--- src/rtl/core/assert_macros.svh ---
// assertion macros shared by the balancer rtl
`ifndef ASSERT_MACROS_SVH
`define ASSERT_MACROS_SVH

// plain property checked on every clock edge outside reset
`define RRAB_ASSERT(lbl, clk, rst_n, prop, msg) \
  lbl: assert property (@(posedge clk) disable iff (!rst_n) (prop)) else $error(msg);

// same-cycle implication checked outside reset
`define RRAB_ASSERT_IMP(lbl, clk, rst_n, pre, post, msg) \
  lbl: assert property (@(posedge clk) disable iff (!rst_n) (pre) |-> (post)) else $error(msg);

`endif

--- src/rtl/core/rrab_pkg.sv ---
// shared types, constants and codes of the round-robin autoscale balancer
package rrab_pkg;

  localparam int SERVERS_DEF = 3;
  localparam int QUEUE_DEPTH = 2;

  localparam int OP_W      = 2;
  localparam int IDX_W     = 2;
  localparam int LOAD_W    = 8;
  localparam int TOTAL_W   = 12;
  localparam int MASK_W    = 3;
  localparam int CFG_W     = 8;
  localparam int CFG_IDX_W = 2;

  localparam logic [LOAD_W-1:0]  LOAD_MAX  = '1;
  localparam logic [TOTAL_W-1:0] TOTAL_MAX = '1;

  localparam logic [CFG_W-1:0] CAPACITY_RST  = 8'd10;
  localparam logic [CFG_W-1:0] HEADROOM_RST  = 8'd1;
  localparam logic [CFG_W-1:0] LOW_MARK_RST  = 8'd2;
  localparam logic [CFG_W-1:0] HIGH_MARK_RST = 8'd5;

  typedef enum logic [OP_W-1:0] {
    OP_ARRIVAL,
    OP_ESTABLISHED,
    OP_CLOSED,
    OP_TICK
  } op_t;

  typedef enum logic [CFG_IDX_W-1:0] {
    REG_CAPACITY,
    REG_HEADROOM,
    REG_LOW_MARK,
    REG_HIGH_MARK
  } reg_idx_t;

  // work class handed from front to back
  typedef enum logic [2:0] {
    CL_ARRIVE,
    CL_INC,
    CL_DEC,
    CL_TICK,
    CL_NOP
  } class_t;

  typedef enum logic [2:0] {
    ST_IDLE,
    ST_COUNT,
    ST_ARR_WAKE,
    ST_ARR_PICK,
    ST_DSC_OUTER,
    ST_DSC_INNER,
    ST_DSC_APPLY,
    ST_FINISH
  } state_t;

  typedef struct packed {
    logic [CFG_W-1:0] capacity;
    logic [CFG_W-1:0] headroom;
    logic [CFG_W-1:0] low_mark;
    logic [CFG_W-1:0] high_mark;
  } cfg_t;

  typedef struct packed {
    logic               granted;
    logic [IDX_W-1:0]   chosen_server;
    logic               woke;
    logic [IDX_W-1:0]   woke_server;
    logic               retired;
    logic [IDX_W-1:0]   retired_server;
    logic [IDX_W-1:0]   receiver_server;
    logic [TOTAL_W-1:0] total_load;
    logic [MASK_W-1:0]  active_mask;
  } result_t;

endpackage

--- src/rtl/core/rrab_if.sv ---
// valid/ready channel interfaces: event input, result output, register writes
interface rrab_in_if;
  import rrab_pkg::*;
  logic            valid;
  logic            ready;
  logic [OP_W-1:0]  op;
  logic [IDX_W-1:0] server;
  modport source (output valid, output op, output server, input ready);
  modport sink   (input valid, input op, input server, output ready);
endinterface

interface rrab_out_if;
  import rrab_pkg::*;
  logic               valid;
  logic               ready;
  logic               granted;
  logic [IDX_W-1:0]   chosen_server;
  logic               woke;
  logic [IDX_W-1:0]   woke_server;
  logic               retired;
  logic [IDX_W-1:0]   retired_server;
  logic [IDX_W-1:0]   receiver_server;
  logic [TOTAL_W-1:0] total_load;
  logic [MASK_W-1:0]  active_mask;
  modport source (output valid, output granted, output chosen_server, output woke,
                  output woke_server, output retired, output retired_server,
                  output receiver_server, output total_load, output active_mask,
                  input ready);
  modport sink   (input valid, input granted, input chosen_server, input woke,
                  input woke_server, input retired, input retired_server,
                  input receiver_server, input total_load, input active_mask,
                  output ready);
endinterface

interface rrab_cfg_if;
  import rrab_pkg::*;
  logic                 valid;
  logic                 ready;
  logic [CFG_IDX_W-1:0] index;
  logic [CFG_W-1:0]     data;
  modport source (output valid, output index, output data, input ready);
  modport sink   (input valid, input index, input data, output ready);
endinterface

--- src/rtl/core/round_robin_autoscale_balancer_core.sv ---
// top level of the round-robin autoscale balancer: config registers and block wiring
//
// Channels: in_ch takes one event beat (op, server); out_ch returns exactly
// one result beat per event, in order; cfg_ch writes capacity, headroom,
// low_mark and high_mark by index and is always ready. Write registers only
// while no event is in flight.
// Events go through a small queue into a sequencer that owns the server
// state. Sequencer steps per event, ahead of the result register:
//   established / closed: a count update, none when the server index is out of range
//   arrival: a wake check, then round-robin probes from the pointer to an active server
//   descale tick: straight to the result with a single active server, else
//   a donor scan over the servers, with a full receiver scan and an apply
//   step for each underused server until one is retired
// The sequencer handles one event at a time; the queue keeps taking beats
// meanwhile.
// Reset (rst_n low at a clock edge) activates server 0 only, clears all
// loads, total and pointer, empties the queue and output, and loads the
// register defaults 10, 1, 2, 5.
// A stalled receiver holds the result register; the sequencer then waits and
// the queue fills, after which in_ch drops ready.
module round_robin_autoscale_balancer_core #(
  parameter int SERVERS = rrab_pkg::SERVERS_DEF,
  parameter int QDEPTH  = rrab_pkg::QUEUE_DEPTH
) (
  input  logic        clk,
  input  logic        rst_n,
  rrab_in_if.sink     in_ch,
  rrab_out_if.source  out_ch,
  rrab_cfg_if.sink    cfg_ch
);
  import rrab_pkg::*;

  localparam int SW      = $clog2(SERVERS);
  localparam int ENTRY_W = $bits(class_t) + SW;

  cfg_t               cfg_r;
  logic               push, push_ready, pop, pop_valid;
  logic [ENTRY_W-1:0] push_data, pop_data;

  // configuration registers
  assign cfg_ch.ready = 1'b1;

  always_ff @(posedge clk) begin
    if (!rst_n) begin
      cfg_r.capacity  <= CAPACITY_RST;
      cfg_r.headroom  <= HEADROOM_RST;
      cfg_r.low_mark  <= LOW_MARK_RST;
      cfg_r.high_mark <= HIGH_MARK_RST;
    end else if (cfg_ch.valid) begin
      case (reg_idx_t'(cfg_ch.index))
        REG_CAPACITY:  cfg_r.capacity  <= cfg_ch.data;
        REG_HEADROOM:  cfg_r.headroom  <= cfg_ch.data;
        REG_LOW_MARK:  cfg_r.low_mark  <= cfg_ch.data;
        REG_HIGH_MARK: cfg_r.high_mark <= cfg_ch.data;
        default:       cfg_r           <= cfg_r;
      endcase
    end
  end

  rrab_front #(.SERVERS(SERVERS)) u_front (
    .in_ch      (in_ch),
    .push       (push),
    .push_data  (push_data),
    .push_ready (push_ready)
  );

  rrab_queue #(.DATA_W(ENTRY_W), .DEPTH(QDEPTH)) u_queue (
    .clk        (clk),
    .rst_n      (rst_n),
    .push       (push),
    .push_data  (push_data),
    .push_ready (push_ready),
    .pop        (pop),
    .pop_valid  (pop_valid),
    .pop_data   (pop_data)
  );

  rrab_back #(.SERVERS(SERVERS)) u_back (
    .clk     (clk),
    .rst_n   (rst_n),
    .cfg     (cfg_r),
    .q_valid (pop_valid),
    .q_data  (pop_data),
    .q_pop   (pop),
    .out_ch  (out_ch)
  );

endmodule

--- src/rtl/core/rrab_front.sv ---
// front end: takes event beats, sorts them into work classes for the back end
module rrab_front #(
  parameter int SERVERS = rrab_pkg::SERVERS_DEF,
  localparam int SW = $clog2(SERVERS),
  localparam int ENTRY_W = $bits(rrab_pkg::class_t) + SW
) (
  rrab_in_if.sink              in_ch,
  output logic                 push,
  output logic [ENTRY_W-1:0]   push_data,
  input  logic                 push_ready
);
  import rrab_pkg::*;

  class_t        cls;
  logic          in_range;
  logic [SW-1:0] idx;

  // accept whenever the queue has room
  assign in_ch.ready = push_ready;
  assign push        = in_ch.valid && push_ready;

  // counter updates aimed at a missing server turn into no-ops
  assign in_range = (int'(in_ch.server) < SERVERS);
  assign idx      = SW'(in_ch.server);

  always_comb begin
    case (op_t'(in_ch.op))
      OP_ARRIVAL:     cls = CL_ARRIVE;
      OP_ESTABLISHED: cls = in_range ? CL_INC : CL_NOP;
      OP_CLOSED:      cls = in_range ? CL_DEC : CL_NOP;
      OP_TICK:        cls = CL_TICK;
      default:        cls = CL_NOP;
    endcase
  end

  assign push_data = {cls, idx};

endmodule

--- src/rtl/core/rrab_queue.sv ---
// short fifo between the front and back ends
module rrab_queue #(
  parameter int DATA_W = 4,
  parameter int DEPTH  = rrab_pkg::QUEUE_DEPTH
) (
  input  logic              clk,
  input  logic              rst_n,
  input  logic              push,
  input  logic [DATA_W-1:0] push_data,
  output logic              push_ready,
  input  logic              pop,
  output logic              pop_valid,
  output logic [DATA_W-1:0] pop_data
);
  localparam int AW = $clog2(DEPTH);
  localparam int CW = $clog2(DEPTH + 1);

  logic [DATA_W-1:0] mem_r [DEPTH];
  logic [AW-1:0]     wr_ptr_r, rd_ptr_r;
  logic [CW-1:0]     cnt_r;
  logic              do_push, do_pop;

  assign push_ready = (cnt_r != CW'(DEPTH));
  assign pop_valid  = (cnt_r != '0);
  assign pop_data   = mem_r[rd_ptr_r];
  assign do_push    = push && push_ready;
  assign do_pop     = pop && pop_valid;

  // entry storage
  always_ff @(posedge clk) begin
    if (do_push) begin
      mem_r[wr_ptr_r] <= push_data;
    end
  end

  // pointers and fill count
  always_ff @(posedge clk) begin
    if (!rst_n) begin
      wr_ptr_r <= '0;
      rd_ptr_r <= '0;
      cnt_r    <= '0;
    end else begin
      if (do_push) begin
        wr_ptr_r <= (wr_ptr_r == AW'(DEPTH - 1)) ? '0 : wr_ptr_r + 1'b1;
      end
      if (do_pop) begin
        rd_ptr_r <= (rd_ptr_r == AW'(DEPTH - 1)) ? '0 : rd_ptr_r + 1'b1;
      end
      case ({do_push, do_pop})
        2'b10:   cnt_r <= cnt_r + 1'b1;
        2'b01:   cnt_r <= cnt_r - 1'b1;
        default: cnt_r <= cnt_r;
      endcase
    end
  end

endmodule

--- src/rtl/core/rrab_back.sv ---
// back end: server state, scan sequencer for each work class, result register
`include "assert_macros.svh"

module rrab_back #(
  parameter int SERVERS = rrab_pkg::SERVERS_DEF,
  localparam int SW = $clog2(SERVERS),
  localparam int ENTRY_W = $bits(rrab_pkg::class_t) + SW
) (
  input  logic                 clk,
  input  logic                 rst_n,
  input  rrab_pkg::cfg_t       cfg,
  input  logic                 q_valid,
  input  logic [ENTRY_W-1:0]   q_data,
  output logic                 q_pop,
  rrab_out_if.source           out_ch
);
  import rrab_pkg::*;

  localparam int CW   = $clog2(SERVERS + 1);
  localparam int PW   = SW + 1;
  localparam int TH_W = (LOAD_W + CW > TOTAL_W + 1) ? LOAD_W + CW : TOTAL_W + 1;
  localparam logic [SW-1:0] LAST = SW'(SERVERS - 1);

  state_t state_r, state_nxt;

  // server state
  logic [SERVERS-1:0] active_r;
  logic [LOAD_W-1:0]  load_r [SERVERS];
  logic [TOTAL_W-1:0] total_r;
  logic [IDX_W-1:0]   rr_r;
  logic [CW-1:0]      act_cnt_r;

  // per-item scratch
  class_t            cls_r;
  logic [SW-1:0]     srv_r, i_r, j_r, k_r, best_r;
  logic              found_r;
  logic [LOAD_W-1:0] min_r, li_r;
  logic              granted_r, woke_r, retired_r;
  logic [IDX_W-1:0]  chosen_r, woke_srv_r, ret_srv_r, recv_r;

  // result register
  logic    out_valid_r;
  result_t out_r;

  class_t            q_cls;
  logic [SW-1:0]     q_idx;
  logic [SW-1:0]     rd_addr;
  logic [LOAD_W-1:0] rd_load;
  logic [TH_W-1:0]   need, have;
  logic              scale_up, wake_any;
  logic [SW-1:0]     wake_idx;
  logic [PW-1:0]     pick_sum, pick_w, rr_next_w;
  logic [SW-1:0]     pick_idx;
  logic              pick_hit;
  logic              under, cand;
  logic [LOAD_W:0]   merge_sum;
  logic [LOAD_W-1:0] merge_load;
  logic              out_free, out_load;
  logic [SERVERS+MASK_W-1:0] act_pad;

  assign q_cls = class_t'(q_data[ENTRY_W-1:SW]);
  assign q_idx = q_data[SW-1:0];

  // single load read port, address chosen by the sequencer step
  always_comb begin
    case (state_r)
      ST_DSC_OUTER: rd_addr = i_r;
      ST_DSC_INNER: rd_addr = j_r;
      default:      rd_addr = srv_r;
    endcase
  end
  assign rd_load = load_r[rd_addr];

  // scale-up check: total + headroom >= capacity * active
  assign need     = TH_W'(cfg.capacity) * TH_W'(act_cnt_r);
  assign have     = TH_W'(total_r) + TH_W'(cfg.headroom);
  assign scale_up = (act_cnt_r != '0) && (have >= need);

  // lowest inactive server
  always_comb begin
    wake_any = 1'b0;
    wake_idx = '0;
    for (int s = SERVERS - 1; s >= 0; s--) begin
      if (!active_r[s]) begin
        wake_any = 1'b1;
        wake_idx = SW'(s);
      end
    end
  end

  // round-robin probe: one candidate per cycle starting at the pointer
  assign pick_sum  = PW'(rr_r) + PW'(k_r);
  assign pick_w    = (pick_sum >= PW'(SERVERS)) ? pick_sum - PW'(SERVERS) : pick_sum;
  assign pick_idx  = SW'(pick_w);
  assign pick_hit  = active_r[pick_idx];
  assign rr_next_w = (pick_w == PW'(SERVERS - 1)) ? '0 : pick_w + 1'b1;

  // descale: donor test on the outer scan, receiver test on the inner scan
  assign under = active_r[i_r] && (rd_load < cfg.low_mark);
  assign cand  = active_r[j_r] && (j_r != i_r) && (rd_load >= cfg.low_mark) &&
                 (rd_load < cfg.high_mark) && (rd_load < min_r);

  // min_r holds the receiver's own load once a receiver is found
  assign merge_sum  = {1'b0, min_r} + {1'b0, li_r};
  assign merge_load = merge_sum[LOAD_W] ? LOAD_MAX : merge_sum[LOAD_W-1:0];

  assign out_free = !out_valid_r || out_ch.ready;
  assign act_pad  = {{MASK_W{1'b0}}, active_r};

  // next state
  always_comb begin
    state_nxt = state_r;
    case (state_r)
      ST_IDLE: begin
        if (q_valid) begin
          case (q_cls)
            CL_ARRIVE:     state_nxt = ST_ARR_WAKE;
            CL_INC, CL_DEC: state_nxt = ST_COUNT;
            CL_TICK:       state_nxt = (act_cnt_r > CW'(1)) ? ST_DSC_OUTER : ST_FINISH;
            default:       state_nxt = ST_FINISH;
          endcase
        end
      end
      ST_COUNT:     state_nxt = ST_FINISH;
      ST_ARR_WAKE:  state_nxt = (act_cnt_r == '0) ? ST_FINISH : ST_ARR_PICK;
      ST_ARR_PICK:  state_nxt = (pick_hit || k_r == LAST) ? ST_FINISH : ST_ARR_PICK;
      ST_DSC_OUTER: begin
        if (under) begin
          state_nxt = ST_DSC_INNER;
        end else if (i_r == LAST) begin
          state_nxt = ST_FINISH;
        end
      end
      ST_DSC_INNER: state_nxt = (j_r == LAST) ? ST_DSC_APPLY : ST_DSC_INNER;
      ST_DSC_APPLY: state_nxt = (found_r || i_r == LAST) ? ST_FINISH : ST_DSC_OUTER;
      ST_FINISH:    state_nxt = out_free ? ST_IDLE : ST_FINISH;
      default:      state_nxt = ST_IDLE;
    endcase
  end

  // sequencer outputs
  always_comb begin
    q_pop    = 1'b0;
    out_load = 1'b0;
    case (state_r)
      ST_IDLE:   q_pop    = q_valid;
      ST_FINISH: out_load = out_free;
      default: begin
        q_pop    = 1'b0;
        out_load = 1'b0;
      end
    endcase
  end

  always_ff @(posedge clk) begin
    if (!rst_n) begin
      state_r <= ST_IDLE;
    end else begin
      state_r <= state_nxt;
    end
  end

  // server state updates
  always_ff @(posedge clk) begin
    if (!rst_n) begin
      active_r  <= SERVERS'(1);
      total_r   <= '0;
      rr_r      <= '0;
      act_cnt_r <= CW'(1);
      for (int s = 0; s < SERVERS; s++) begin
        load_r[s] <= '0;
      end
    end else begin
      case (state_r)
        ST_COUNT: begin
          if (cls_r == CL_INC) begin
            if (rd_load != LOAD_MAX) load_r[srv_r] <= rd_load + 1'b1;
            if (total_r != TOTAL_MAX) total_r <= total_r + 1'b1;
          end else begin
            if (rd_load != '0) load_r[srv_r] <= rd_load - 1'b1;
            if (total_r != '0) total_r <= total_r - 1'b1;
          end
        end
        ST_ARR_WAKE: begin
          if (scale_up && wake_any) begin
            active_r[wake_idx] <= 1'b1;
            act_cnt_r          <= act_cnt_r + 1'b1;
          end
        end
        ST_ARR_PICK: begin
          if (pick_hit) rr_r <= IDX_W'(rr_next_w);
        end
        ST_DSC_APPLY: begin
          if (found_r) begin
            load_r[best_r] <= merge_load;
            load_r[i_r]    <= '0;
            active_r[i_r]  <= 1'b0;
            act_cnt_r      <= act_cnt_r - 1'b1;
          end
        end
        default: begin
          active_r <= active_r;
        end
      endcase
    end
  end

  // per-item scratch and result fields
  always_ff @(posedge clk) begin
    case (state_r)
      ST_IDLE: begin
        if (q_valid) begin
          cls_r      <= q_cls;
          srv_r      <= q_idx;
          i_r        <= '0;
          k_r        <= '0;
          granted_r  <= 1'b0;
          chosen_r   <= '0;
          woke_r     <= 1'b0;
          woke_srv_r <= '0;
          retired_r  <= 1'b0;
          ret_srv_r  <= '0;
          recv_r     <= '0;
        end
      end
      ST_ARR_WAKE: begin
        if (scale_up && wake_any) begin
          woke_r     <= 1'b1;
          woke_srv_r <= IDX_W'(wake_idx);
        end
      end
      ST_ARR_PICK: begin
        if (pick_hit) begin
          granted_r <= 1'b1;
          chosen_r  <= IDX_W'(pick_idx);
        end
        k_r <= k_r + 1'b1;
      end
      ST_DSC_OUTER: begin
        if (under) begin
          li_r    <= rd_load;
          j_r     <= '0;
          found_r <= 1'b0;
          min_r   <= cfg.capacity;
        end else begin
          i_r <= i_r + 1'b1;
        end
      end
      ST_DSC_INNER: begin
        if (cand) begin
          min_r   <= rd_load;
          best_r  <= j_r;
          found_r <= 1'b1;
        end
        j_r <= j_r + 1'b1;
      end
      ST_DSC_APPLY: begin
        if (found_r) begin
          retired_r <= 1'b1;
          ret_srv_r <= IDX_W'(i_r);
          recv_r    <= IDX_W'(best_r);
        end else begin
          i_r <= i_r + 1'b1;
        end
      end
      default: begin
        cls_r <= cls_r;
      end
    endcase
  end

  // output register: valid flag
  always_ff @(posedge clk) begin
    if (!rst_n) begin
      out_valid_r <= 1'b0;
    end else if (out_load) begin
      out_valid_r <= 1'b1;
    end else if (out_ch.ready) begin
      out_valid_r <= 1'b0;
    end
  end

  // output register: payload
  always_ff @(posedge clk) begin
    if (out_load) begin
      out_r.granted         <= granted_r;
      out_r.chosen_server   <= chosen_r;
      out_r.woke            <= woke_r;
      out_r.woke_server     <= woke_srv_r;
      out_r.retired         <= retired_r;
      out_r.retired_server  <= ret_srv_r;
      out_r.receiver_server <= recv_r;
      out_r.total_load      <= total_r;
      out_r.active_mask     <= act_pad[MASK_W-1:0];
    end
  end

  assign out_ch.valid           = out_valid_r;
  assign out_ch.granted         = out_r.granted;
  assign out_ch.chosen_server   = out_r.chosen_server;
  assign out_ch.woke            = out_r.woke;
  assign out_ch.woke_server     = out_r.woke_server;
  assign out_ch.retired         = out_r.retired;
  assign out_ch.retired_server  = out_r.retired_server;
  assign out_ch.receiver_server = out_r.receiver_server;
  assign out_ch.total_load      = out_r.total_load;
  assign out_ch.active_mask     = out_r.active_mask;

  // checks
  `RRAB_ASSERT(a_act_cnt_match, clk, rst_n, act_cnt_r == CW'($countones(active_r)), "active count out of step with flags")
  `RRAB_ASSERT(a_one_active, clk, rst_n, act_cnt_r != '0, "no server left active")
  `RRAB_ASSERT_IMP(a_retire_leaves_one, clk, rst_n, state_r == ST_DSC_APPLY && found_r, act_cnt_r > CW'(1) && active_r[best_r] && best_r != i_r, "retire would empty the pool or hit a bad receiver")

endmodule
--- src/flat_wrapper.sv ---
// flat-port wrapper written by rule: the top's interface ports become plain ports
module round_robin_autoscale_balancer_core_flat import rrab_pkg::*;
#(
  parameter int SERVERS = rrab_pkg::SERVERS_DEF,
  parameter int QDEPTH  = rrab_pkg::QUEUE_DEPTH
)
  (clk, rst_n, in_ch_valid, in_ch_op, in_ch_server, in_ch_ready, out_ch_valid, out_ch_granted, out_ch_chosen_server, out_ch_woke, out_ch_woke_server, out_ch_retired, out_ch_retired_server, out_ch_receiver_server, out_ch_total_load, out_ch_active_mask, out_ch_ready, cfg_ch_valid, cfg_ch_index, cfg_ch_data, cfg_ch_ready);
  rrab_in_if in_ch_i ();
  rrab_out_if out_ch_i ();
  rrab_cfg_if cfg_ch_i ();
  input  logic clk;
  input  logic rst_n;
  input wire logic [$bits(in_ch_i.valid)-1:0] in_ch_valid;
  input wire logic [$bits(in_ch_i.op)-1:0] in_ch_op;
  input wire logic [$bits(in_ch_i.server)-1:0] in_ch_server;
  output wire logic [$bits(in_ch_i.ready)-1:0] in_ch_ready;
  output wire logic [$bits(out_ch_i.valid)-1:0] out_ch_valid;
  output wire logic [$bits(out_ch_i.granted)-1:0] out_ch_granted;
  output wire logic [$bits(out_ch_i.chosen_server)-1:0] out_ch_chosen_server;
  output wire logic [$bits(out_ch_i.woke)-1:0] out_ch_woke;
  output wire logic [$bits(out_ch_i.woke_server)-1:0] out_ch_woke_server;
  output wire logic [$bits(out_ch_i.retired)-1:0] out_ch_retired;
  output wire logic [$bits(out_ch_i.retired_server)-1:0] out_ch_retired_server;
  output wire logic [$bits(out_ch_i.receiver_server)-1:0] out_ch_receiver_server;
  output wire logic [$bits(out_ch_i.total_load)-1:0] out_ch_total_load;
  output wire logic [$bits(out_ch_i.active_mask)-1:0] out_ch_active_mask;
  input wire logic [$bits(out_ch_i.ready)-1:0] out_ch_ready;
  input wire logic [$bits(cfg_ch_i.valid)-1:0] cfg_ch_valid;
  input wire logic [$bits(cfg_ch_i.index)-1:0] cfg_ch_index;
  input wire logic [$bits(cfg_ch_i.data)-1:0] cfg_ch_data;
  output wire logic [$bits(cfg_ch_i.ready)-1:0] cfg_ch_ready;
  assign in_ch_i.valid = in_ch_valid;
  assign in_ch_i.op = in_ch_op;
  assign in_ch_i.server = in_ch_server;
  assign in_ch_ready = in_ch_i.ready;
  assign out_ch_valid = out_ch_i.valid;
  assign out_ch_granted = out_ch_i.granted;
  assign out_ch_chosen_server = out_ch_i.chosen_server;
  assign out_ch_woke = out_ch_i.woke;
  assign out_ch_woke_server = out_ch_i.woke_server;
  assign out_ch_retired = out_ch_i.retired;
  assign out_ch_retired_server = out_ch_i.retired_server;
  assign out_ch_receiver_server = out_ch_i.receiver_server;
  assign out_ch_total_load = out_ch_i.total_load;
  assign out_ch_active_mask = out_ch_i.active_mask;
  assign out_ch_i.ready = out_ch_ready;
  assign cfg_ch_i.valid = cfg_ch_valid;
  assign cfg_ch_i.index = cfg_ch_index;
  assign cfg_ch_i.data = cfg_ch_data;
  assign cfg_ch_ready = cfg_ch_i.ready;
  round_robin_autoscale_balancer_core #(.SERVERS(SERVERS), .QDEPTH(QDEPTH)) u_core (.clk(clk), .rst_n(rst_n), .in_ch(in_ch_i), .out_ch(out_ch_i), .cfg_ch(cfg_ch_i));
endmodule
--- config.mk ---
export PLATFORM = sky130hd
export DESIGN_NAME = round_robin_autoscale_balancer_core_flat
export DESIGN_NICKNAME = d
export VERILOG_FILES = /design/src/rtl/core/rrab_pkg.sv /design/src/rtl/core/rrab_if.sv /design/src/rtl/core/round_robin_autoscale_balancer_core.sv /design/src/rtl/core/rrab_front.sv /design/src/rtl/core/rrab_queue.sv /design/src/rtl/core/rrab_back.sv /design/src/flat_wrapper.sv
export VERILOG_INCLUDE_DIRS = /design/src /design/src/rtl/core
export SDC_FILE = /design/constraint.sdc
export NUM_CORES = 1
export LEC_CHECK = 0
export BUFFER_PORTS_ARGS = -buffer_cell sky130_fd_sc_hd__clkbuf_2
export CORE_MARGIN = 3
export CORE_UTILIZATION = 45
export DETAILED_ROUTE_END_ITERATION = 7
export GPL_ROUTABILITY_DRIVEN = 1
export PLACE_DENSITY_LB_ADDON = 0.2
export SETUP_SLACK_MARGIN = 0.15
export SYNTH_ARGS = -nofsm -noshare
export SYNTH_HDL_FRONTEND = slang
export SYNTH_SLANG_ARGS = --single-unit
--- constraint.sdc ---
create_clock -name clk -period 12.8 [get_ports clk]
set_input_delay 0.64 -clock clk [delete_from_list [all_inputs] [get_ports clk]]
set_output_delay 0.64 -clock clk [all_outputs]
set_load 0.02 [all_outputs]
# Yosys cells after proc, flatten, opt, wreduce, memory -nomap -nowiden
# Memory sizes are Yosys's and may differ from the RTL's. A register that Yosys moved wholly into a read port is not among the register bits.
# Cells that the tools add are included.
# op_classes
addsub	18
mul	1
order_cmp	14
eq_ne	37
muxes	107
n_bitwise	4
n_reduce_logical	56
# ops
op	n
$mux 8	7
$mux 1	42
$mux 2	20
$mux 12	3
$pmux 2 s2	9
$mux 3	11
$lt 8x8->1	3
$pmux 3 s8	1
$reduce_or 8->1	3
$reduce_and 2->1	11
$reduce_bool 2->1	10
$ne 2x2->1 const B	9
$reduce_and 3->1	6
$eq 2x2->1 const B	8
$pmux 8 s2	1
$eq 3x2->1 const B	5
$add 12x8->13	1
$ge 13x10->1	1
$add 12x1->12 const B	1
$add 2x1->2 const B	6
$eq 3x3->1 const B	4
$logic_and 1x1->1	12
$lt 2x3->1 const B	4
$ne 12x12->1 const B	1
40 further kinds	58
# word_totals
ff_bits	126
ram_bits	34
in_bits	19
output_inout_bits	29
word_cells	277
memories	2
# memory_table
memory	words	width	read_ports	rd_clocked_by_memory_dff	wr	line	rtl
u_core.u_back.load_r	3	8	1	0	3	rrab_back.sv:28	logic [LOAD_W-1:0] load_r [SERVERS];
u_core.u_queue.mem_r	2	5	1	1	1	rrab_queue.sv:18	logic [DATA_W-1:0] mem_r [DEPTH];

# Longest topological paths before layout
# Gate-level depths: netlist of run 1.
# An unclocked memory read counts as a cell.
# logic_depth
word_depth	13
mapped_depth	17
depth_no_buf	15

# Modules after synthesis
# From an unflattened synthesis of run 1, not the netlist that was laid out.
# hier_totals
hier_cells	1028
hier_area_um2	10114.7
# modules_own_cells
module	instances	cells_each	area_per_inst_um2
rrab_back	1	859	8237.9
round_robin_autoscale_balancer_core	1	121	1224.9
rrab_queue	1	39	591.8
rrab_front	1	9	60.1

# Worst setup path before layout of run 1
# Ideal clock, no wire load.
# synth_timing
path_kind	register to register
from	register u_core.u_back.i_r[0]
to	register u_core.u_back.found_r, enable pin
setup_ns	0.313
arrival_time_ns	3.806
setup_slack_ns	8.681
stages_incl_launch_ff	14
n_path_buf	2
cell_sequence	edfxtp_1 > mux2_2 > mux2i_1 > buf_6 > buf_8 > mux4_2 > ha_1 > nor2b_1 > o21ai_0 > nand2b_1 > a21oi_1 > o211ai_1 > nor3_1 > or2_2
# synth_between
elab_chain_len	8
word_cells_on_any_way	17
cone_classes	order compare (4); eq/ne (3); mux (3); reduce/logical (6); memory (1)
# synth_lines
item	line	rtl
start, declared	rrab_back.sv:35	logic [SW-1:0] srv_r, i_r, j_r, k_r, best_r;
start signal, assigned	rrab_back.sv:246	i_r <= i_r + 1'b1;
start signal, assigned	rrab_back.sv:263	i_r <= i_r + 1'b1;
$pmux 2 s2 *	rrab_back.sv:66	case (state_r)
$mem_v2 3x8 *	--	
named net u_core.u_back.rd_load[1]	rrab_back.sv:48	logic [LOAD_W-1:0] rd_load;
$ge 8x8->1	rrab_back.sv:100	assign cand = active_r[j_r] && (j_r != i_r) && (rd_load >= cfg.low_mark) &&
$logic_and 1x1->1 (2 in series)	rrab_back.sv:100	
$logic_and 1x1->1	rrab_back.sv:101	(rd_load < cfg.high_mark) && (rd_load < min_r);
$ne 2x2->1 (no source line)	--	
$reduce_and 3->1 (no source line) *	--	
end signal, assigned	rrab_back.sv:243	found_r <= 1'b0;
end signal, assigned	rrab_back.sv:253	found_r <= 1'b1;
end, declared	rrab_back.sv:36	logic found_r;
# Mark *: on every way through the listed nets, which the timed path passes. The rest lies on a longest branch. The select of a mux whose other input is x is not followed.
# A chain may end at the register's enable or synchronous reset.

==> results.yml, run 1 <==
yosys:
  synth_cells: 1013
  synth_largest_area_cell: "edfxtp_1"
  synthTopCellsByCount: "92 x dfxtp_1, 87 x nand2_1, 83 x ha_1, 77 x edfxtp_1, 60 x inv_1"
  synth_nets: 1121
  yosys_register_bits: 169
  netlist-cell-type-count: 77
  async_flop_share: 0
  synth_edf_count: 77
  yosys_most_used_dff: "dfxtp_1"
  synth_warnings: 0
  synthTopCellsByArea: "edfxtp_1 23%, dfxtp_1 18%, ha_1 10%"
  yosys.area.top_type_share: 0.2297
  synth-seq-area-share: 0.4127
  synth.most_common_cell: "dfxtp_1"
  avgSynthCellArea_um2: 9.937
  syn_area_um2: 10070
finish:
  drive_gt1_frac: 0.1272
  diodes: 0
  design_area_um2: 11090
  final_nets: 1156
  areaGrowthSynthToFinish_pct: 10.18
sta:
  fin_crit_sh: 0.3885
  maxSlewHeadroom: 0.1823
  slew_violations: 0
  rsz0062_at_grt: "no"
  clock.fmax_mhz: 201.1
  fin_crit_ps: 4972
  fin_skew_ps: 11.16
  setup_violations: 0
  worst_pin_slew_ps: 1218
  hold_violations: 0
  tns_ps: 0
critical_path:
  startpoint_type: "flip-flop"
  crit_required_ps: 13170
  cp_max_fo: 23
  crit_path_end_kind: "flip-flop"
  setup.worst_path.class: "reg2reg"
  arrival_ps: 5340
floorplan:
  initial_core_util: 0.4598
  die_w_um: 155.6
  io_pins: 48
  die_area_um2: 24200
  rows: 54
  die_h_um: 155.6
  core_area_um2: 21890
drt:
  drc: 0
  drt_iter0_markers: 417
  drt_pass1_iterations: 5
  vias_per_cell: 5.521
  totalWireLength_um: 22740
  wl_per_cell_um: 16.95
  antenna_left: 0
  num_vias: 7403
clocking:
  clock-sinks: 169
  path_clk_slew_ps: 70
  cts_buffers: 17
  clock_path_buffers: 2
  cts_hold_buf: 0
  cts_max_level: 4
  cts_tree: "built"
  cts_root_buf: "clkbuf_16"
  cts_resized: 0
  worstSkewPairLatency_ps: 440
  post_cts_buffers: 0
power_and_ir_drop:
  intPower_w: 0.001333
  p_switching_w: 0.0008217
  switching_share: 0.3813
  combPwrFrac: 0.403
  powerDensity_nw_per_um2: 194.3
  max-vdd-ir-drop_v: 0.0001238
  seqPwrFrac: 0.363
  p_clk_frac: 0.234
  leakage_nw: 4.557
global_routing:
  track_usage: 0.1924
  grt_pass1_vias: 7154
  antenna_found_initial: 0
  grt_max_degree: 73
  gr-total-overflow: 0
  grt_pass1_wl_um: 37610
run_status:
  status: "finished, final reports clean"
placement:
  gp_congestion: 0.8900
  hpwl_um: 16790
  placed_cell_area_um2: 10520
  port_buffers: 46
run:
  maxCapViolCount: 0
worst_hold_path:
  hp-class: "in2reg"
[cells by family (layout without fill, tap and decap cells)]
logic type	count (synthesis)	after routing	share of synthesized area
fa+ha+maj	89	89	0.1151
buf+inv	99	147	0.04189
mux	74	74	0.08042
xor+xnor	37	37	0.03219
simple gates	340	340	0.1745
other cells	1	1	0.0003725
compound gates	204	204	0.1428
flops	169	169	0.4127
[worst paths after layout]
check	start	endpoint	slack (ps)	cells after the start
worst min register to register	u_core.u_back.ret_srv_r[0]	u_core.u_back.out_ch.retired_server[0]	420	0
worst max register to register	u_core.u_back.state_r[1]	u_core.u_back.load_r[1][6]	7830	14
worst min-delay path	in_ch_server[1]	u_core.u_queue.mem_r[1][1]	420	1
worst max-delay path	u_core.u_back.state_r[1]	u_core.u_back.load_r[1][6]	7830	14
[registers in the layout, summed over array words and instances (netlist names), 3 cells and up, named ones only]
| register | count |
|---|---|
| u_core.u_back.state_r | 3 |
| u_core.u_back.total_r | 12 |
| u_core.u_back.cls_r | 3 |
| u_core.u_back.out_ch.active_mask | 3 |
| u_core.u_back.out_ch.total_load | 12 |
| u_core.u_queue.mem_r | 10 |
| u_core.u_back.active_r | 3 |
| u_core.u_back.load_r | 32 |
| u_core.cfg_r | 32 |
| u_core.u_back.li_r | 8 |
| u_core.u_back.min_r | 8 |
[power groups by stage]
stage / logic [W] / registers [W] / clock network (W)
2_1_floorplan: 0.000711 / 0.000749 / 0
3_3_place_gp: 0.000855 / 0.000794 / 0
3_5_place_dp: 0.000866 / 0.000795 / 0
4_1_cts: 0.000873 / 0.000784 / 0.000511
5_1_grt: 0.000980 / 0.000798 / 0.000535
6_report: 0.000868 / 0.000783 / 0.000504
[worst max-delay path, cell delays in order, from the launching register on]
cell and delay [ps]:
dfxtp_1 750, and2b_4 290, o21ai_1 930, mux2i_4 560, a211oi_1 120, nor2_1 440
ha_1 390, a21o_1 200, a21oi_1 220, o21bai_1 90, a21oi_1 180, xnor2_1 140
o22ai_1 140, or2_2 340, a21oi_1 110
[placed cells by master, fill, tap and decap left out, drive strengths merged, types with 9 or more instances in the layout]
master,netlist,layout
edfxtp,77,77
mux2i,53,53
inv,60,64
and2,28,28
o21ai,34,34
and3,16,16
nand2b,10,10
nand4,19,19
nor2,51,51
mux2,19,19
nor2b,32,32
xnor2,31,31
nand2,87,87
or2,20,20
ha,83,83
dfxtp,92,92
o211ai,9,9
a21o,15,15
a21oi,51,51
o31ai,10,10
nor3,24,24
clkbuf,25,63
a21boi,20,20
nand3,28,28
o21bai,12,12
[per-layer routing]
metal  track usage  share of wire
met5             0              0
met4       0.04752          0.014
met3       0.03523          0.035
met2        0.3130           0.46
met1        0.2673           0.49
[through the flow]
step,total power (W),std cells,setup WS [ps],utilization,hold WS [ps]
after floorplan,0.001460,1013,8681,-,400.3
after global placement,0.001650,1309,8009,0.4806,403.8
after detailed placement,0.001661,1309,7863,0.4806,407.1
after CTS,0.002169,1341,7858,0.5066,404.7
after global routing,0.002313,1341,7483,0.5066,411.3
final,0.002155,1341,7828,0.5066,415.7
[final cells by class]
| cell class | instances | area (um^2) |
|---|---|---|
| repair buffers | 54 | 290.3 |
| clock buffers | 17 | 425.4 |
| clock inverters | 15 | 145.1 |
| multi-input cells | 745 | 5497 |
| fillers | 2055 | 10800 |
| flip-flops and latches | 169 | 4154 |
| well taps | 280 | 350.3 |
| inverters | 61 | 229.0 |
Power figures use the tool's default switching activity.
==> run 2, diff against run 1 <==
==> constraint.sdc (replaced) <==
create_clock -name clk -period 4.89 [get_ports clk]
set_input_delay 0.2445 -clock clk [delete_from_list [all_inputs] [get_ports clk]]
set_output_delay 0.2445 -clock clk [all_outputs]
set_load 0.02 [all_outputs]
==> run 2 against run 1 <==
Net effect:
- power rose to 2.6 times the previous value
- clock power grew to 2.6 times the previous value
- sequential power grew to 2.6 times the previous value
- design area up 0.44%
- critical path depth grew 2
- register-to-register slack worse by 7300 ps
- fmax increased by 14%
- largest power group unchanged
- die area unchanged
- sequential share of layout area decreased by 0.16 points
- hold slack got worse by 390 ps
- setup slack got worse by 7300 ps
- highest routed layer unchanged
==> results.yml, run 2 (synthesis gave the netlist of run 1 again) <==
run_status:
  status: "finished, final reports clean"
sta:
  slew_violations: 0
  setup_violations: 0
  fin_skew_ps: 9.719
  rsz0062_at_grt: "no"
  whs_ps: 21.29
  worst_pin_slew_ps: 680.5
  fin_crit_sh: 0.8887
  setup_slack_ps: 544.2
  maxSlewHeadroom: 0.5333
  fin_crit_ps: 4346
  clock.fmax_mhz: 230.1
  tns_ps: 0
  hold_violations: 0
power_and_ir_drop:
  leakage_nw: 4.605
  powerDensity_nw_per_um2: 510.3
  max-vdd-ir-drop_v: 0.0003011
critical_path:
  reg2reg_to: "u_core.u_back.load_r[1][6]"
  reg2regPathDepth: 16
  startpoint: "u_core.u_back.i_r[0]"
  crit_required_ps: 5250
  cp.depth: 16
  path_buf_inv: 1
  rrSetupSlack_ps: 540
  cp_max_fo: 19
  crit_end: "u_core.u_back.load_r[1][6]"
  setup.worst_path.class: "reg2reg"
  cpMostUsedCell: "a21oi_1"
  startpoint_type: "flip-flop"
  path_delay_family: "multiplexers"
  arrival_ps: 4710
  crit_path_end_kind: "flip-flop"
  crit_slowest_cell: "mux2i_2"
  cp_slowest_stage_delay_ps: 560
  crit_chain: "mux2_2, mux2i_2, buf_4, mux2i_1, mux2i_2, a211oi_1, nor2_2, ha_1, a21o_1, a21oi_1, o21bai_1, a21oi_1, xnor2_1, o22ai_1, or2_2, a21oi_1"
  timing.rr.start: "u_core.u_back.i_r[0]"
floorplan:
  die_h_um: 155.6
  rows: 54
  die_w_um: 155.6
  core_area_um2: 21890
  io_pins: 48
  die_area_um2: 24200
  initial_core_util: 0.4598
clocking:
  cts_root_buf: "clkbuf_16"
  worstSkewPairLatency_ps: 440
  cts_max_level: 4
  clock-sinks: 169
  cts_tree: "built"
  cts_buffers: 17
  clock_path_buffers: 2
  path_clk_slew_ps: 60
placement:
  gp_congestion: 0.9064
  post-place-ws_ps: 475.0
  dpl.cell_count: 1315
  hpwl_um: 17290
  port_buffers: 46
global_routing:
  grt_pass1_vias: 7181
  antenna_found_initial: 0
  track_usage: 0.1967
  grt_max_degree: 44
  grt_pass1_wl_um: 38440
  gr-total-overflow: 0
drt:
  antenna_left: 0
  drt_pass1_iterations: 5
  routed.top_layer: "met4"
  wl_per_cell_um: 17.30
  drc: 0
  wl_met3_um: 841
  wl_met1_um: 11330
  totalWireLength_um: 23290
  num_vias: 7439
  vias_per_cell: 5.527
  drt_iter0_markers: 491
  met2WireLength_um: 10820
run:
  maxCapViolCount: 0
worst_hold_path:
  hp-class: "in2reg"
finish:
  final_cell_mix: "92 x dfxtp_1, 87 x nand2_1, 83 x ha_1"
  num-fill-cells: 2097
  fin_cells: 1346
  diodes: 0
  drive_gt1_frac: 0.1332
  largest_registers: "u_core.cfg_r: 32 flops, u_core.u_back.load_r: 32 flops"
  areaGrowthSynthToFinish_pct: 10.66
  final_nets: 1162
  layout_commonest_cell: "dfxtp_1"
  final_util: 0.5089
run 2: worst min path at each step:
stage | depth (start not counted) | to | slack, ps | start
2_1_floorplan | 0 | u_core.u_queue.mem_r[0][0] | 340 | in_ch_server[0]
3_3_place_gp | 0 | u_core.u_back.out_ch.receiver_server[1] | 400 | u_core.u_back.recv_r[1]
3_5_place_dp | 0 | u_core.u_back.out_ch.retired | 410 | u_core.u_back.retired_r
4_1_cts | 1 | u_core.u_queue.mem_r[0][0] | 0.4 | in_ch_server[0]
5_1_grt | 1 | u_core.u_queue.mem_r[0][1] | 20 | in_ch_server[1]
6_report | 1 | u_core.u_queue.mem_r[0][0] | 20 | in_ch_server[0]
run 2: routing by layer:
layer  up-vias  track usage
met5         -            0
met4         0      0.05377
met3        23      0.03079
met2       148       0.3134
met1      3528       0.2797
li1       3740            -
run 2: power by group:
part / total, W / switching [W] / internal [W]
registers: 0.00201 / 0.000232 / 0.00178
logic: 0.00235 / 0.00132 / 0.00103
clock network: 0.00132 / 0.000573 / 0.000750
run 2: area by class of cell:
cell class | instances | area (um^2) | area share
timing repair buffer | 60 | 335.3 | 0.03010
sequential | 169 | 4154 | 0.3729
inverter | 61 | 229.0 | 0.02055
clock buffer | 24 | 519.2 | 0.04661
tap | 280 | 350.3 | 0.03145
multi-input combinational | 745 | 5499 | 0.4937
clock inverter | 7 | 52.55 | 0.004718
run 2: metrics by stage:
stage / total power (W) / cell area [um^2]
finish: 0.005685 / 11140
CTS: 0.005723 / 11140
floorplan: 0.003822 / 10070
global route: 0.006099 / 11140
global placement: 0.004340 / 10570
detailed placement: 0.004376 / 10570
run 2: repair_timing:
| action | CTS | global route |
|---|---|---|
| hold buffers | 0 | 0 |
| gates resized for setup | 0 | 1 |
| hold endpoints to repair | 0 | 0 |
| endpoints found under the setup margin | 0 | 3 |
| buffers inserted | 0 | 0 |
==> run 3, diff against run 2 <==
--- a/config.mk
+++ b/config.mk
@@ -11,7 +11,8 @@
 export CORE_UTILIZATION = 45
 export DETAILED_ROUTE_END_ITERATION = 7
 export GPL_ROUTABILITY_DRIVEN = 1
-export PLACE_DENSITY_LB_ADDON = 0.2
+export GPL_TIMING_DRIVEN = 0
+export PLACE_DENSITY = 0.72
 export SETUP_SLACK_MARGIN = 0.15
 export SYNTH_ARGS = -nofsm -noshare
 export SYNTH_HDL_FRONTEND = slang
==> run 3 against run 2 <==
Net effect:
- critical path depth increased by 1
- clock power about the same
- fmax fell by 1.4%
- setup slack lost 63 ps
- critical path type unchanged
- clock skew grew 4.7 ps
- register-to-register slack lost 60 ps
==> results.yml, run 3 (synthesis gave the netlist of run 1 again) <==
finish:
  seq_area_um2: 4154
  drive_gt1_frac: 0.1289
  diodes: 0
  multi_input_area_um2: 5528
  final_cell_mix: "92 x dfxtp_1, 87 x nand2_1, 83 x ha_1"
  layout_commonest_cell: "dfxtp_1"
  final_nets: 1189
  areaGrowthSynthToFinish_pct: 12.31
  num-fill-cells: 1970
  design_area_um2: 11300
  largest_registers: "u_core.cfg_r: 32 flops, u_core.u_back.load_r: 32 flops"
critical_path:
  crit_end: "u_core.u_back.load_r[1][6]"
  startpoint_type: "flip-flop"
  crit_required_ps: 5250
  cp_max_fo: 10
  reg2reg_to: "u_core.u_back.load_r[1][6]"
  reg2regPathDepth: 17
  setup.worst_path.class: "reg2reg"
  crit_path_end_kind: "flip-flop"
  arrival_ps: 4770
  startpoint: "u_core.u_back.i_r[0]"
  rrSetupSlack_ps: 480
  timing.rr.start: "u_core.u_back.i_r[0]"
floorplan:
  die_w_um: 155.6
  die_h_um: 155.6
  initial_core_util: 0.4598
  rows: 54
  die_area_um2: 24200
  io_pins: 48
  core_area_um2: 21890
power_and_ir_drop:
  seqPwrFrac: 0.346
  max-vdd-ir-drop_v: 0.0003168
  p_switching_w: 0.002182
  intPower_w: 0.003580
  switching_share: 0.3787
  leakage_nw: 4.626
  combPwrFrac: 0.422
  p_clk_frac: 0.232
  powerDensity_nw_per_um2: 509.7
placement:
  port_buffers: 46
  hpwl_um: 17500
  placed_cell_area_um2: 10680
  gp_congestion: 0.9084
  post-place-ws_ps: 139.5
sta:
  setup_violations: 0
  slew_violations: 0
  setup_slack_ps: 481.4
  maxSlewHeadroom: 0.4437
  rsz0062_at_grt: "no"
  clock.fmax_mhz: 226.8
  fin_crit_sh: 0.9016
  fin_crit_ps: 4409
  worst_pin_slew_ps: 832.6
  fin_skew_ps: 14.44
  hold_violations: 0
global_routing:
  grt_pass1_wl_um: 37960
  grt_pass1_vias: 7329
  gr-total-overflow: 0
  antenna_found_initial: 0
  track_usage: 0.1949
  grt_max_degree: 19
drt:
  wl_per_cell_um: 16.78
  num_vias: 7670
  vias_per_cell: 5.582
  drt_pass1_iterations: 5
  totalWireLength_um: 23050
  drt_iter0_markers: 498
  antenna_left: 0
  drc: 0
clocking:
  cts_buffers: 17
  worstSkewPairLatency_ps: 440
  cts_root_buf: "clkbuf_16"
  cts_max_level: 4
  clock_path_buffers: 2
  cts_tree: "built"
  clock-sinks: 169
  path_clk_slew_ps: 70
worst_hold_path:
  hold_start: "in_ch_server[1]"
  hp-class: "in2reg"
run_status:
  status: "finished, final reports clean"
run:
  maxCapViolCount: 0
[run 3: cell types whose count changed in the layout (fill, tap and decap cells not counted), sizes merged]
cell      previous run  this run
clkbuf              70        91
inv                 64        63
bufinv               0         2
clkinv               4         5
buf                 14        16
clkinvlp             0         3
[run 3: how the worst min path moves through the flow]
stage / end / slack [ps] / cells past startpoint
after floorplan: u_core.u_queue.mem_r[0][0] / 340 / 0
after global placement: u_core.u_back.out_ch.retired / 400 / 0
after detailed placement: u_core.u_back.out_ch.chosen_server[1] / 410 / 0
after CTS: u_core.u_queue.mem_r[1][1] / 3 / 1
after global routing: u_core.u_queue.mem_r[0][1] / 6 / 1
final: u_core.u_queue.mem_r[1][1] / 20 / 1
[run 3: per-stage QoR]
stage	setup TNS (ps)	hold slack (ps)	total power (W)	cells	util
2_1_floorplan	0	343.4	0.003822	1013	-
5_1_grt	0	6.434	0.006145	1374	0.5164
3_3_place_gp	-3188	404.8	0.004323	1339	0.4863
6_report	0	17.83	0.005762	1374	0.5164
4_1_cts	0	2.807	0.005733	1372	0.5146
3_5_place_dp	0	408.9	0.004387	1340	0.4879
[run 3: area by class of cell]
type,instances,area share
Inverter,61,0.02025
Timing Repair Buffer,49,0.02413
Sequential cell,169,0.3675
Clock inverter,12,0.01251
Tap cell,280,0.03099
Multi-Input combinational cell,745,0.4890
Buffer,38,0.01704
Clock buffer,20,0.03863
[run 3: repair_timing]
item                                   CTS  global route
endpoints found under the hold margin    0             0
setup endpoints to repair                9            19
pin swaps                                0             1
hold buffers                             0             0
gates resized for setup                  1             4
setup buffers                            0             2
[run 3: power groups by stage]
stage                     Sequential (W)  Clock, W  Combinational (W)
after CTS                        0.00199   0.00135            0.00239
after global placement           0.00202         0            0.00230
final                            0.00200   0.00134            0.00243
after floorplan                  0.00196         0            0.00186
after global routing             0.00203   0.00140            0.00271
after detailed placement         0.00203         0            0.00236
[run 3: worst max-delay path, stage by stage (launching register included)]
cell and delay (ps):
edfxtp_1 550, mux2_2 330, mux2i_1 170, buf_6 210, buf_8 170, mux2i_1 240, nand3b_1 200, a211oi_2 360
nor2_1 210, fa_1 450, a21o_1 180, a21oi_1 230, o21bai_1 100, a21oi_1 170, xnor2_1 130, o22ai_1 180
or2_2 350, a21oi_1 120
[run 3: layer usage]
layer	global-route usage	up-vias	wire length, um
met3	0.03440	33	1128
li1	-	3796	-
met5	0	-	0
met1	0.2712	3660	10880
met2	0.3124	181	10660
met4	0.05877	0	385
